`src/rtl/gorf_pkg.sv`:
```
// Shared types, constants and the CRC-32 byte step for the output report framer.
// No dependencies; imported by every module of the framer.
package gorf_pkg;

    // Report geometry: 79 report bytes plus one zero pad byte fill ten 8-byte words
    localparam int unsigned IDX_W        = 7;
    localparam logic [IDX_W-1:0] CRC_SPAN   = 7'd75;
    localparam logic [IDX_W-1:0] LAST_INDEX = 7'd79;
    localparam logic [2:0]       WORD_LAST_LANE = 3'd7;

    localparam logic [3:0] COUNT_FULL  = 4'd8;
    localparam logic [3:0] COUNT_FINAL = 4'd7;

    // Byte offsets within the report
    localparam logic [IDX_W-1:0] OFS_HDR0   = 7'd0;
    localparam logic [IDX_W-1:0] OFS_HDR1   = 7'd1;
    localparam logic [IDX_W-1:0] OFS_SEQ    = 7'd2;
    localparam logic [IDX_W-1:0] OFS_TAG    = 7'd3;
    localparam logic [IDX_W-1:0] OFS_FLAG0  = 7'd4;
    localparam logic [IDX_W-1:0] OFS_FLAG1  = 7'd5;
    localparam logic [IDX_W-1:0] OFS_MOTR   = 7'd6;
    localparam logic [IDX_W-1:0] OFS_MOTL   = 7'd7;
    localparam logic [IDX_W-1:0] OFS_MUTE   = 7'd12;
    localparam logic [IDX_W-1:0] OFS_LEDEN0 = 7'd42;
    localparam logic [IDX_W-1:0] OFS_LEDEN1 = 7'd45;
    localparam logic [IDX_W-1:0] OFS_BRIGHT = 7'd46;
    localparam logic [IDX_W-1:0] OFS_PLAYER = 7'd47;
    localparam logic [IDX_W-1:0] OFS_RED    = 7'd48;
    localparam logic [IDX_W-1:0] OFS_GREEN  = 7'd49;
    localparam logic [IDX_W-1:0] OFS_BLUE   = 7'd50;

    // Fixed byte values
    localparam logic [7:0] HDR0_VAL   = 8'hA2;
    localparam logic [7:0] HDR1_VAL   = 8'h31;
    localparam logic [7:0] TAG_VAL    = 8'h10;
    localparam logic [7:0] FLAG0_VAL  = 8'h03;
    localparam logic [7:0] FLAG1_VAL  = 8'h15;
    localparam logic [7:0] LEDEN_VAL  = 8'h02;
    localparam logic [7:0] BRIGHT_VAL = 8'h01;
    localparam logic [4:0] PLAYER_MASK = 5'h1F;

    // Reflected CRC-32
    localparam logic [31:0] CRC_POLY = 32'hEDB88320;
    localparam logic [31:0] CRC_INIT = 32'hFFFFFFFF;

    // CRC unit control, driven by the sequencer
    typedef struct packed {
        logic feed;   // fold one report byte into the CRC
        logic shift;  // shift the finished CRC out one byte
        logic init;   // reload the seed for the next report
    } crc_ctl_t;

    // One byte of reflected CRC-32
    function automatic logic [31:0] crc_step(input logic [31:0] crc, input logic [7:0] data);
        logic [31:0] c;
        c = crc ^ {24'd0, data};
        for (int k = 0; k < 8; k++) begin
            c = c[0] ? (CRC_POLY ^ (c >> 1)) : (c >> 1);
        end
        return c;
    endfunction

endpackage

```
`src/rtl/gamepad_output_report_framer_unit.sv`:
```
// Top level of the output report framer: command capture, byte sequencer, report byte map.
// Depends on gorf_pkg, gorf_crc and gorf_packer.
//
// Each accepted command produces one 79-byte output report as ten 64-bit words, earliest
// byte in bits 7:0, the tenth word carrying 7 bytes and last. The report is built one byte
// per clock unless a stalled word holds the sequencer at a word boundary: a byte sequencer
// walks the 80 byte slots (79 report bytes and a zero pad), feeding a byte-serial CRC-32
// and a byte-wide word shift register. The next command is taken the cycle after the pad
// byte has been packed, so no new command is accepted while a report is being built. The
// final word may still wait in the output register when the next command is taken. The
// 4-bit sequence tag in byte 2 advances by one per report and wraps.
module gamepad_output_report_framer_unit
    import gorf_pkg::*;
(
    input  logic        clk,
    input  logic        rst_n,
    input  logic        in_valid,
    output logic        in_stall,
    input  logic [7:0]  rumble_hi,
    input  logic [7:0]  rumble_lo,
    input  logic [7:0]  mute_led,
    input  logic [7:0]  red,
    input  logic [7:0]  green,
    input  logic [7:0]  blue,
    input  logic [7:0]  led_mask,
    output logic        out_valid,
    input  logic        out_stall,
    output logic [63:0] data_word,
    output logic [3:0]  byte_count,
    output logic        last
);

    logic             busy_reg;
    logic             busy_next;
    logic [IDX_W-1:0] idx_reg;
    logic [IDX_W-1:0] idx_next;
    logic [3:0]       seq_reg;
    logic [3:0]       seq_next;
    logic [7:0]       rumble_hi_reg;
    logic [7:0]       rumble_lo_reg;
    logic [7:0]       mute_led_reg;
    logic [7:0]       red_reg;
    logic [7:0]       green_reg;
    logic [7:0]       blue_reg;
    logic [4:0]       player_reg;

    logic       accept;
    logic       advance;
    logic       out_free;
    logic       at_end;
    logic [7:0] crc_byte;
    logic [7:0] cur_byte;
    crc_ctl_t   crc_ctl;

    assign in_stall = busy_reg;
    assign accept   = in_valid && !busy_reg;
    assign at_end   = (idx_reg == LAST_INDEX);
    // Hold at a word boundary while the previous word still waits
    assign advance  = busy_reg && ((idx_reg[2:0] != WORD_LAST_LANE) || out_free);

    // Sequencer
    always_comb
    begin
        busy_next = busy_reg;
        idx_next  = idx_reg;
        seq_next  = seq_reg;
        if (accept)
        begin
            busy_next = 1'b1;
            idx_next  = '0;
        end
        else if (advance)
        begin
            if (at_end)
            begin
                busy_next = 1'b0;
                idx_next  = '0;
                seq_next  = seq_reg + 4'd1;
            end
            else
            begin
                idx_next = idx_reg + 7'd1;
            end
        end
    end

    always_ff @(posedge clk or negedge rst_n)
    begin
        if (!rst_n)
        begin
            busy_reg <= 1'b0;
            idx_reg  <= '0;
            seq_reg  <= '0;
        end
        else
        begin
            busy_reg <= busy_next;
            idx_reg  <= idx_next;
            seq_reg  <= seq_next;
        end
    end

    // Command capture
    always_ff @(posedge clk)
    begin
        if (accept)
        begin
            rumble_hi_reg <= rumble_hi;
            rumble_lo_reg <= rumble_lo;
            mute_led_reg  <= mute_led;
            red_reg       <= red;
            green_reg     <= green;
            blue_reg      <= blue;
            player_reg    <= led_mask[4:0] & PLAYER_MASK;
        end
    end

    // Report byte map; CRC trailer comes from the CRC unit
    always_comb
    begin
        cur_byte = 8'd0;
        if (idx_reg >= CRC_SPAN && !at_end)
        begin
            cur_byte = crc_byte;
        end
        else
        begin
            unique case (idx_reg)
                OFS_HDR0:   cur_byte = HDR0_VAL;
                OFS_HDR1:   cur_byte = HDR1_VAL;
                OFS_SEQ:    cur_byte = {seq_reg, 4'd0};
                OFS_TAG:    cur_byte = TAG_VAL;
                OFS_FLAG0:  cur_byte = FLAG0_VAL;
                OFS_FLAG1:  cur_byte = FLAG1_VAL;
                OFS_MOTR:   cur_byte = rumble_hi_reg;
                OFS_MOTL:   cur_byte = rumble_lo_reg;
                OFS_MUTE:   cur_byte = mute_led_reg;
                OFS_LEDEN0: cur_byte = LEDEN_VAL;
                OFS_LEDEN1: cur_byte = LEDEN_VAL;
                OFS_BRIGHT: cur_byte = BRIGHT_VAL;
                OFS_PLAYER: cur_byte = {3'd0, player_reg};
                OFS_RED:    cur_byte = red_reg;
                OFS_GREEN:  cur_byte = green_reg;
                OFS_BLUE:   cur_byte = blue_reg;
                default:    cur_byte = 8'd0;
            endcase
        end
    end

    // CRC control: fold bytes 0..74, shift out 75..78, reseed on the pad slot
    always_comb
    begin
        crc_ctl.feed  = advance && (idx_reg < CRC_SPAN);
        crc_ctl.shift = advance && (idx_reg >= CRC_SPAN) && !at_end;
        crc_ctl.init  = advance && at_end;
    end

    gorf_crc u_crc (
        .clk      (clk),
        .rst_n    (rst_n),
        .ctl      (crc_ctl),
        .data_in  (cur_byte),
        .crc_byte (crc_byte)
    );

    gorf_packer u_packer (
        .clk        (clk),
        .rst_n      (rst_n),
        .advance    (advance),
        .byte_in    (cur_byte),
        .word_done  (idx_reg[2:0] == WORD_LAST_LANE),
        .final_word (at_end),
        .out_free   (out_free),
        .out_valid  (out_valid),
        .out_stall  (out_stall),
        .data_word  (data_word),
        .byte_count (byte_count),
        .last       (last)
    );

endmodule

```
`src/rtl/gorf_crc.sv`:
```
// Byte-serial CRC-32 unit: accumulates report bytes, then shifts the result out.
// Depends on gorf_pkg.
module gorf_crc
    import gorf_pkg::*;
(
    input  logic       clk,
    input  logic       rst_n,
    input  crc_ctl_t   ctl,
    input  logic [7:0] data_in,
    output logic [7:0] crc_byte
);

    logic [31:0] crc_reg;
    logic [31:0] crc_next;

    // Accumulate, shift out, or reseed
    always_comb
    begin
        crc_next = crc_reg;
        priority if (ctl.init)
        begin
            crc_next = CRC_INIT;
        end
        else if (ctl.feed)
        begin
            crc_next = crc_step(crc_reg, data_in);
        end
        else if (ctl.shift)
        begin
            crc_next = {8'd0, crc_reg[31:8]};
        end
    end

    always_ff @(posedge clk or negedge rst_n)
    begin
        if (!rst_n)
        begin
            crc_reg <= CRC_INIT;
        end
        else
        begin
            crc_reg <= crc_next;
        end
    end

    // Final xor applied on the way out, low byte first
    assign crc_byte = ~crc_reg[7:0];

endmodule

```
`src/rtl/gorf_packer.sv`:
```
// Byte-to-word packer: shifts bytes into a 64-bit word and holds finished words for output.
// Depends on gorf_pkg.
module gorf_packer
    import gorf_pkg::*;
(
    input  logic        clk,
    input  logic        rst_n,
    input  logic        advance,
    input  logic [7:0]  byte_in,
    input  logic        word_done,
    input  logic        final_word,
    output logic        out_free,
    output logic        out_valid,
    input  logic        out_stall,
    output logic [63:0] data_word,
    output logic [3:0]  byte_count,
    output logic        last
);

    logic [63:0] shift_reg;
    logic [63:0] shift_next;
    logic        valid_reg;
    logic        valid_next;
    logic [63:0] word_reg;
    logic [3:0]  count_reg;
    logic        last_reg;
    logic        load;

    assign out_free   = !valid_reg || !out_stall;
    assign load       = advance && word_done;
    // Earliest byte ends up in bits 7:0 after eight shifts
    assign shift_next = {byte_in, shift_reg[63:8]};

    // Output holding register
    always_comb
    begin
        valid_next = valid_reg;
        if (load)
        begin
            valid_next = 1'b1;
        end
        else if (valid_reg && !out_stall)
        begin
            valid_next = 1'b0;
        end
    end

    always_ff @(posedge clk or negedge rst_n)
    begin
        if (!rst_n)
        begin
            valid_reg <= 1'b0;
        end
        else
        begin
            valid_reg <= valid_next;
        end
    end

    // Payload registers
    always_ff @(posedge clk)
    begin
        if (advance)
        begin
            shift_reg <= shift_next;
        end
        if (load)
        begin
            word_reg  <= shift_next;
            count_reg <= final_word ? COUNT_FINAL : COUNT_FULL;
            last_reg  <= final_word;
        end
    end

    assign out_valid  = valid_reg;
    assign data_word  = word_reg;
    assign byte_count = count_reg;
    assign last       = last_reg;

endmodule
```
`config.mk`:
```
export PLATFORM = sky130hd
export DESIGN_NAME = gamepad_output_report_framer_unit
export DESIGN_NICKNAME = d
export VERILOG_FILES = /design/src/rtl/gorf_pkg.sv /design/src/rtl/gamepad_output_report_framer_unit.sv /design/src/rtl/gorf_crc.sv /design/src/rtl/gorf_packer.sv
export SDC_FILE = /design/constraint.sdc
export NUM_CORES = 1
export LEC_CHECK = 0
export BUFFER_PORTS_ARGS = -buffer_cell sky130_fd_sc_hd__buf_4
export CORE_MARGIN = 5
export CORE_UTILIZATION = 56
export CTS_CLUSTER_DIAMETER = 40
export DETAILED_ROUTE_END_ITERATION = 12
export GPL_TIMING_DRIVEN = 0
export PLACE_DENSITY_LB_ADDON = 0.08
export SYNTH_ARGS = -nofsm -noshare
export SYNTH_HDL_FRONTEND = slang
export SYNTH_SLANG_ARGS = --single-unit
```
`constraint.sdc`:
```
create_clock -name clk -period 7.6 [get_ports clk]
set_input_delay 0.76 -clock clk [delete_from_list [all_inputs] [get_ports clk]]
set_output_delay 0.76 -clock clk [all_outputs]
set_load 0.02 [all_outputs]
```
* Word-level counts from Yosys, hierarchy flattened *
Index checks and enable logic that the tools add are counted.

storage, ports and cells
  bits in registers = 231
  input bits = 60
  logic and storage cells = 94

cells by class
  add/sub/neg operators = 2
  $lt $le $gt $ge = 2
  equal/unequal tests = 18
  mux-type cells = 22
  bitwise operators = 11
  reduce and logical (&&, ||, !) cells = 23

operators by type and width
  cell                                                             count
  32-bit 2-to-1 mux                                                11
  8-bit one-hot mux with 15 select lines                           1
  13-bit NOT with 14-bit output                                    8
  7-bit by 6-bit == test with 1-bit output, second input constant  7
  32-bit by 8-bit bitwise XOR with 32-bit output                   1
  7-bit by 3-bit == test with 1-bit output, second input constant  4
  7-bit 2-to-1 mux                                                 3
  7-bit by 2-bit == test with 1-bit output, second input constant  2
  1-bit logical AND                                                9
  8-bit 2-to-1 mux                                                 1
  8-bit NOT                                                        1
  7-bit by 1-bit adder with 7-bit output, second input constant    1
  7-bit by 1-bit == test with 1-bit output, second input constant  1
  7-bit by 4-bit == test with 1-bit output, second input constant  1
  7-bit == test, second input constant                             1
  7-bit >= comparator, second input constant                       1
  7-bit logical NOT                                                1
  7-bit less-than comparator, second input constant                1
  2-bit nonzero test                                               3
  1-bit 2-to-1 mux                                                 5
  4-bit by 1-bit adder with 4-bit output, second input constant    1
  1-bit logical NOT                                                4
  4-bit 2-to-1 mux                                                 1
  3-bit == test, second input constant                             1
  7 further kinds                                                  8

* Depth between registers and ports, before layout *
  word-level depth = 23
  depth in mapped cells = 12

* Modules after synthesis *
Synthesis repeated with hierarchy kept, for this count alone.

unflattened totals
  cells, all modules = 577
  area, all modules = 9253.9 um^2

modules (own cells, without submodules)
  module                             times used  cells each  area each (um^2)
  gorf_packer                        1           130         3733.6
  gamepad_output_report_framer_unit  1           234         2962.8
  gorf_crc                           1           213         2557.5

* Worst setup path before layout *
Ideal clock, no wire load.

  path kind = register to register
  from = reg idx_reg[0]
  to = reg u_packer.shift_reg[10] (enable)
  library setup time = 0.442 ns
  arrival time = 3.299 ns
  slack = 3.859 ns
  stages on the path, launching flop included = 8
  path buffers = 2
  period minus slack after synthesis = 3.741 ns
  cells stage by stage = dfrtp_1 -> ha_1 -> ha_1 -> nand3_1 -> nand2_1 -> inv_1 -> clkbuf_1 -> buf_1

on the way
  cells in the longest elaborated chain, start to end = 3

ends and longest elaborated chain
  element                 line                                     RTL
  from (decl)             gamepad_output_report_framer_unit.sv:35  logic [IDX_W-1:0] idx_reg;
  from (signal assigned)  gamepad_output_report_framer_unit.sv:98  idx_reg <= idx_next;
  3-bit inequality test   gamepad_output_report_framer_unit.sv:59  assign advance = busy_reg && ((idx_reg[2:0] != WORD_LAST_LANE) || out_free);
  1-bit logical OR        gamepad_output_report_framer_unit.sv:59
  1-bit logical AND       gamepad_output_report_framer_unit.sv:59
  net advance             gamepad_output_report_framer_unit.sv:48  logic advance;
  to (signal assigned)    gorf_packer.sv:65                        shift_reg <= shift_next;
  to (decl)               gorf_packer.sv:20                        logic [63:0] shift_reg;

The timed path passes the listed nets, and every way through them passes these cells.
A chain may end at the register's enable or synchronous reset.

* Final worst setup path *
  from = reg idx_reg[0]
  to = reg u_crc.crc_reg[18]

on the way
  cells in the longest elaborated chain, start to end = 19
  elaborated cells on any way between the ends = 48

ends and longest elaborated chain
  element                                                                             line                                                                                RTL
  7-bit by 6-bit == test with 1-bit output / 7-bit == test (equally long branches)    gamepad_output_report_framer_unit.sv:128, gamepad_output_report_framer_unit.sv:57
  2-bit OR reduction (no line) / 1-bit logical NOT (equally long branches)            n/a
  8-bit one-hot mux with 15 select lines / 1-bit logical AND (equally long branches)  gamepad_output_report_framer_unit.sv:128, gamepad_output_report_framer_unit.sv:122
  8-bit 2-to-1 mux                                                                    gamepad_output_report_framer_unit.sv:122                                            if (idx_reg >= CRC_SPAN && !at_end)
  32-bit by 8-bit bitwise XOR with 32-bit output                                      gorf_pkg.sv:56                                                                      c = crc ^ {24'd0, data};
  32-bit 2-to-1 mux (2 in series)                                                     gorf_pkg.sv:58                                                                      c = c[0] ? (CRC_POLY ^ (c >> 1)) : (c >> 1);
  13-bit NOT with 14-bit output (no line)                                             n/a
  32-bit 2-to-1 mux (2 in series)                                                     gorf_pkg.sv:58
  13-bit NOT with 14-bit output (no line)                                             n/a
  32-bit 2-to-1 mux                                                                   gorf_pkg.sv:58
  13-bit NOT with 14-bit output (no line)                                             n/a
  32-bit 2-to-1 mux                                                                   gorf_pkg.sv:58
  13-bit NOT with 14-bit output (no line)                                             n/a
  32-bit 2-to-1 mux (2 in series)                                                     gorf_pkg.sv:58
  32-bit 2-to-1 mux                                                                   gorf_crc.sv:24                                                                      else if (ctl.feed)
  32-bit 2-to-1 mux                                                                   gorf_crc.sv:20                                                                      priority if (ctl.init)
  to (signal assigned)                                                                gorf_crc.sv:42                                                                      crc_reg <= crc_next;
  to (decl)                                                                           gorf_crc.sv:13                                                                      logic [31:0] crc_reg;

Parallel ways exist; a longest one is shown, timed or not.

==> metrics.md <==
| Metric | Value |
|---|---|
| Run status | complete, no violations |
| Die area | 0.0184 sq mm |
| DR vias | 5205 |
| Post-CTS setup buffer count | 0 |
| Number of violations of the max-capacitance limit | 0 |
| Total negative slack | 0 ns |
| Number of unique standard cell types used by synthesis | 68 |
| Deepest clock path buffer count | 3 |
| Number of nets in the layout | 784 |
| Total gr overflow | 0 |
| Maximum operating frequency | 258 MHz |
| Total of cells resized after clock tree synthesis | 0 |
| Register bit total from synthesis | 220 |
| Sw power | 2.06 mW |
| Standard-cell row count | 46 |
| # DRC | 0 |
| Transition time of the tightest slew-check pin | 1.14 ns |
| Post-synth EDFFs | 175 |
| DR WL met2 | 9020 um |
| Hold-fix buffers, CTS | 0 |
| Largest family of logic cells by synthesized area | simple AND/OR/NAND/NOR gates |
| Sequential cell fraction of total power | 0.358 |
| Peak supply drop | 425 uV |
| Post-place instance area | 0.0101 sq mm |
| Pint | 3.83 mW |
| Setup-violating endpoint count in the final report | 0 |
| Leading register cell type out of synthesis | sky130_fd_sc_hd__edfxtp_1 |
| Critical path start-end classification | reg2reg |
| Most frequent cells in the layout | sky130_fd_sc_hd__edfxtp_1, sky130_fd_sc_hd__buf_4, sky130_fd_sc_hd__nor2_1 |
| Flip-flop count of the largest register after layout | 64 |
| Clock network fraction of design power | 0.204 |
| Share of final-layout standard cells stronger than drive strength 1 | 0.318 |
| RD Place Congestion | 0.882 |
| Register area share after synthesis | 0.726 |
| Antenna violations before repair | 0 |
| Share of flip-flops with an asynchronous set or reset after synthesis | 0.205 |
| Slew Viols, Final | 0 |
| Wire per inst | 19.0 um |
| Worst min-delay path class | in2async |
| Final non-filler cell area | 0.0110 sq mm |
| Total design power | 5.90 mW |
| Element type at the critical path start | flip-flop |
| Number of global-route vias before repair | 5288 |
| I/O pins | 131 |
| Clock transition at the register clock pins on the worst setup and hold paths after CTS | 0.06 ns |
| Most common cell after layout, fill and taps aside | sky130_fd_sc_hd__edfxtp_1 |
| Avg Synthesized Cell Area | 15.8 sq um |
| Post-synthesis compound-gate area fraction | 0.0794 |
| Iteration-0 DRC count of the detailed router | 388 |
| N_diodes | 0 |
| Net switching fraction of the power | 0.350 |
| Adder-cell area share of the yosys netlist | 0.00849 |
| DPL Wire Length | 12300 um |
| Detailed Route WL | 18100 um |
| Clock latency on the worst-skew pair | 0.52 ns |
| Count of input and output buffers | 127 |
| Tightest slew margin relative to the limit | 0.234 |
| Die H | 136 um |
| Die width | 136 um |
| RSZ-0062 raised after global routing | no |
| Met1 WL | 7520 um |
| Critical path endpoint category | flip-flop |
| Fill cell instance count of the final layout | 1097 |
| Reg-to-reg startpoint | idx_reg[0] |
| Number of buffers created by CTS | 27 |
| Final critical delay including setup and external delays | 3.88 ns |
| Cell Area, Synth | 0.00884 sq mm |
| Multi-input gate area in the final layout | 0.00229 sq mm |
| Maximum number of pins on one net before global-route repair | 68 |
| Detail-routed via count per cell | 5.46 |
| Antenna Nets Post-Route | 0 |
| Final worst-path cycle share | 0.510 |
| Highest metal used | met4 |
| TritonCTS clock tree | done |
| Worst-path maximum fanout | 8 |
| Post-layout util | 0.697 |
| Xor-xnor portion of the synthesized cell area | 0.0706 |
| Post-synthesis to final-layout area growth | 24.0% |
| Root cell of the clock tree | sky130_fd_sc_hd__clkbuf_16 |
| Worst clock skew | 0.0153 ns |
| Power per cell area | 538 mW/mm^2 |
| Proportion of synthesized area in mux cells | 0.0202 |
| Nets in the synthesized netlist | 626 |
| Worst endpoint required time | 8.03 ns |
| Count of mapped cells out of synthesis | 560 |
| Data arrival time of the critical path | 4.31 ns |
| Number of synthesis warnings | 0 |
| Starting Density | 0.563 |
| Num Clock Sinks | 220 |
| Total GRT Usage | 0.195 |
| Worst setup path start | idx_reg[0] |
| Synthesized-area fraction occupied by and/or/nand/nor cells | 0.0795 |
| Detailed route wirelength on metal3 | 1160 um |
| Final hold violation count | 0 |
| Static Leak | 4.21 nW |
| Hold Worst Slack | 0.257 ns |
| H-tree depth reported by CTS | 1 |
| Router iterations before antenna repair | 5 |
| Footprint of the flip-flops and latches | 0.00642 sq mm |
| Area of the core region | 0.0157 sq mm |
| Power share of the combinational group | 0.439 |
| First-pass GRT wire length | 28300 um |
## cells in the mapped netlist (8+ instances only)
cell,instances,share of area
sky130_fd_sc_hd__edfxtp_1,175,0.59
sky130_fd_sc_hd__a21oi_1,24,0.014
sky130_fd_sc_hd__nor2_1,54,0.023
sky130_fd_sc_hd__inv_1,9,0.0038
sky130_fd_sc_hd__nand2_1,21,0.0089
sky130_fd_sc_hd__clkbuf_1,14,0.0059
sky130_fd_sc_hd__dfstp_2,32,0.095
sky130_fd_sc_hd__and3_1,9,0.0064
sky130_fd_sc_hd__a211oi_1,9,0.0076
sky130_fd_sc_hd__dfrtp_1,13,0.037
sky130_fd_sc_hd__xnor2_1,29,0.029
sky130_fd_sc_hd__xor2_1,13,0.013
sky130_fd_sc_hd__nor3_1,14,0.0079
sky130_fd_sc_hd__a22oi_1,12,0.010
sky130_fd_sc_hd__xnor3_1,8,0.020
sky130_fd_sc_hd__o21ai_0,21,0.012
## per-stage QoR
step                std cells  setup slack [ns]
floorplan                 560              3.86
CTS                       953              3.72
finish                    953              3.72
detailed placement        905              3.74
global route              953              3.55
global placement          903              2.55
## worst max-delay path: stages (launching register included)
cell and delay [ns]:
sky130_fd_sc_hd__dfrtp_1 0.43, sky130_fd_sc_hd__ha_1 0.38, sky130_fd_sc_hd__or4b_4 0.53, sky130_fd_sc_hd__nor3b_4 0.42, sky130_fd_sc_hd__a32oi_1 0.16, sky130_fd_sc_hd__and3_1 0.31, sky130_fd_sc_hd__mux2i_4 0.38, sky130_fd_sc_hd__xnor2_2 0.23
sky130_fd_sc_hd__xnor3_1 0.47, sky130_fd_sc_hd__nor3b_1 0.15, sky130_fd_sc_hd__o32a_1 0.34
## path summary, 6_finish.rpt
kind	end	slack, ns	cells past startpoint
worst max-delay path	u_crc.crc_reg[18]	3.72	10
min in group clk	u_packer.data_word[0]	0.41	0
worst min register to register	u_packer.data_word[0]	0.41	0
max in group asynchronous	u_crc.crc_reg[9]	6.94	1
worst min-delay path	in_stall	0.26	1
worst max register to register	u_crc.crc_reg[18]	3.72	10
## power groups by stage
stage	Combinational, mW	Sequential [mW]	Clock [mW]
after detailed placement	2.58	2.13	0
after CTS	2.60	2.11	1.23
after global routing	2.81	2.16	1.28
after floorplan	1.88	2.20	0
after global placement	2.50	2.12	0
final	2.59	2.11	1.20
## per-layer routing
metal / vias up / GRT usage
met3: 32 / 0.0338
met4: 0 / 0.0633
li1: 2440 / -
met1: 2582 / 0.264
met5: - / 0
met2: 151 / 0.326
## cell type report
| class | count | share of cell area |
|---|---|---|
| multi-input cells | 309 | 0.209 |
| clock buffers | 33 | 0.0637 |
| plain buffers | 22 | 0.00936 |
| repair buffers | 129 | 0.0906 |
| inverters | 9 | 0.00308 |
| clock inverters | 15 | 0.0138 |
| well taps | 216 | 0.0247 |
| flip-flops and latches | 220 | 0.586 |
## cell families after synthesis
family / count (synthesis)
simple gates: 136
fa+ha+maj: 6
flops: 220
buf+inv: 31
mux: 9
xor+xnor: 54
compound gates: 104
Power figures use the tool's default switching activity.
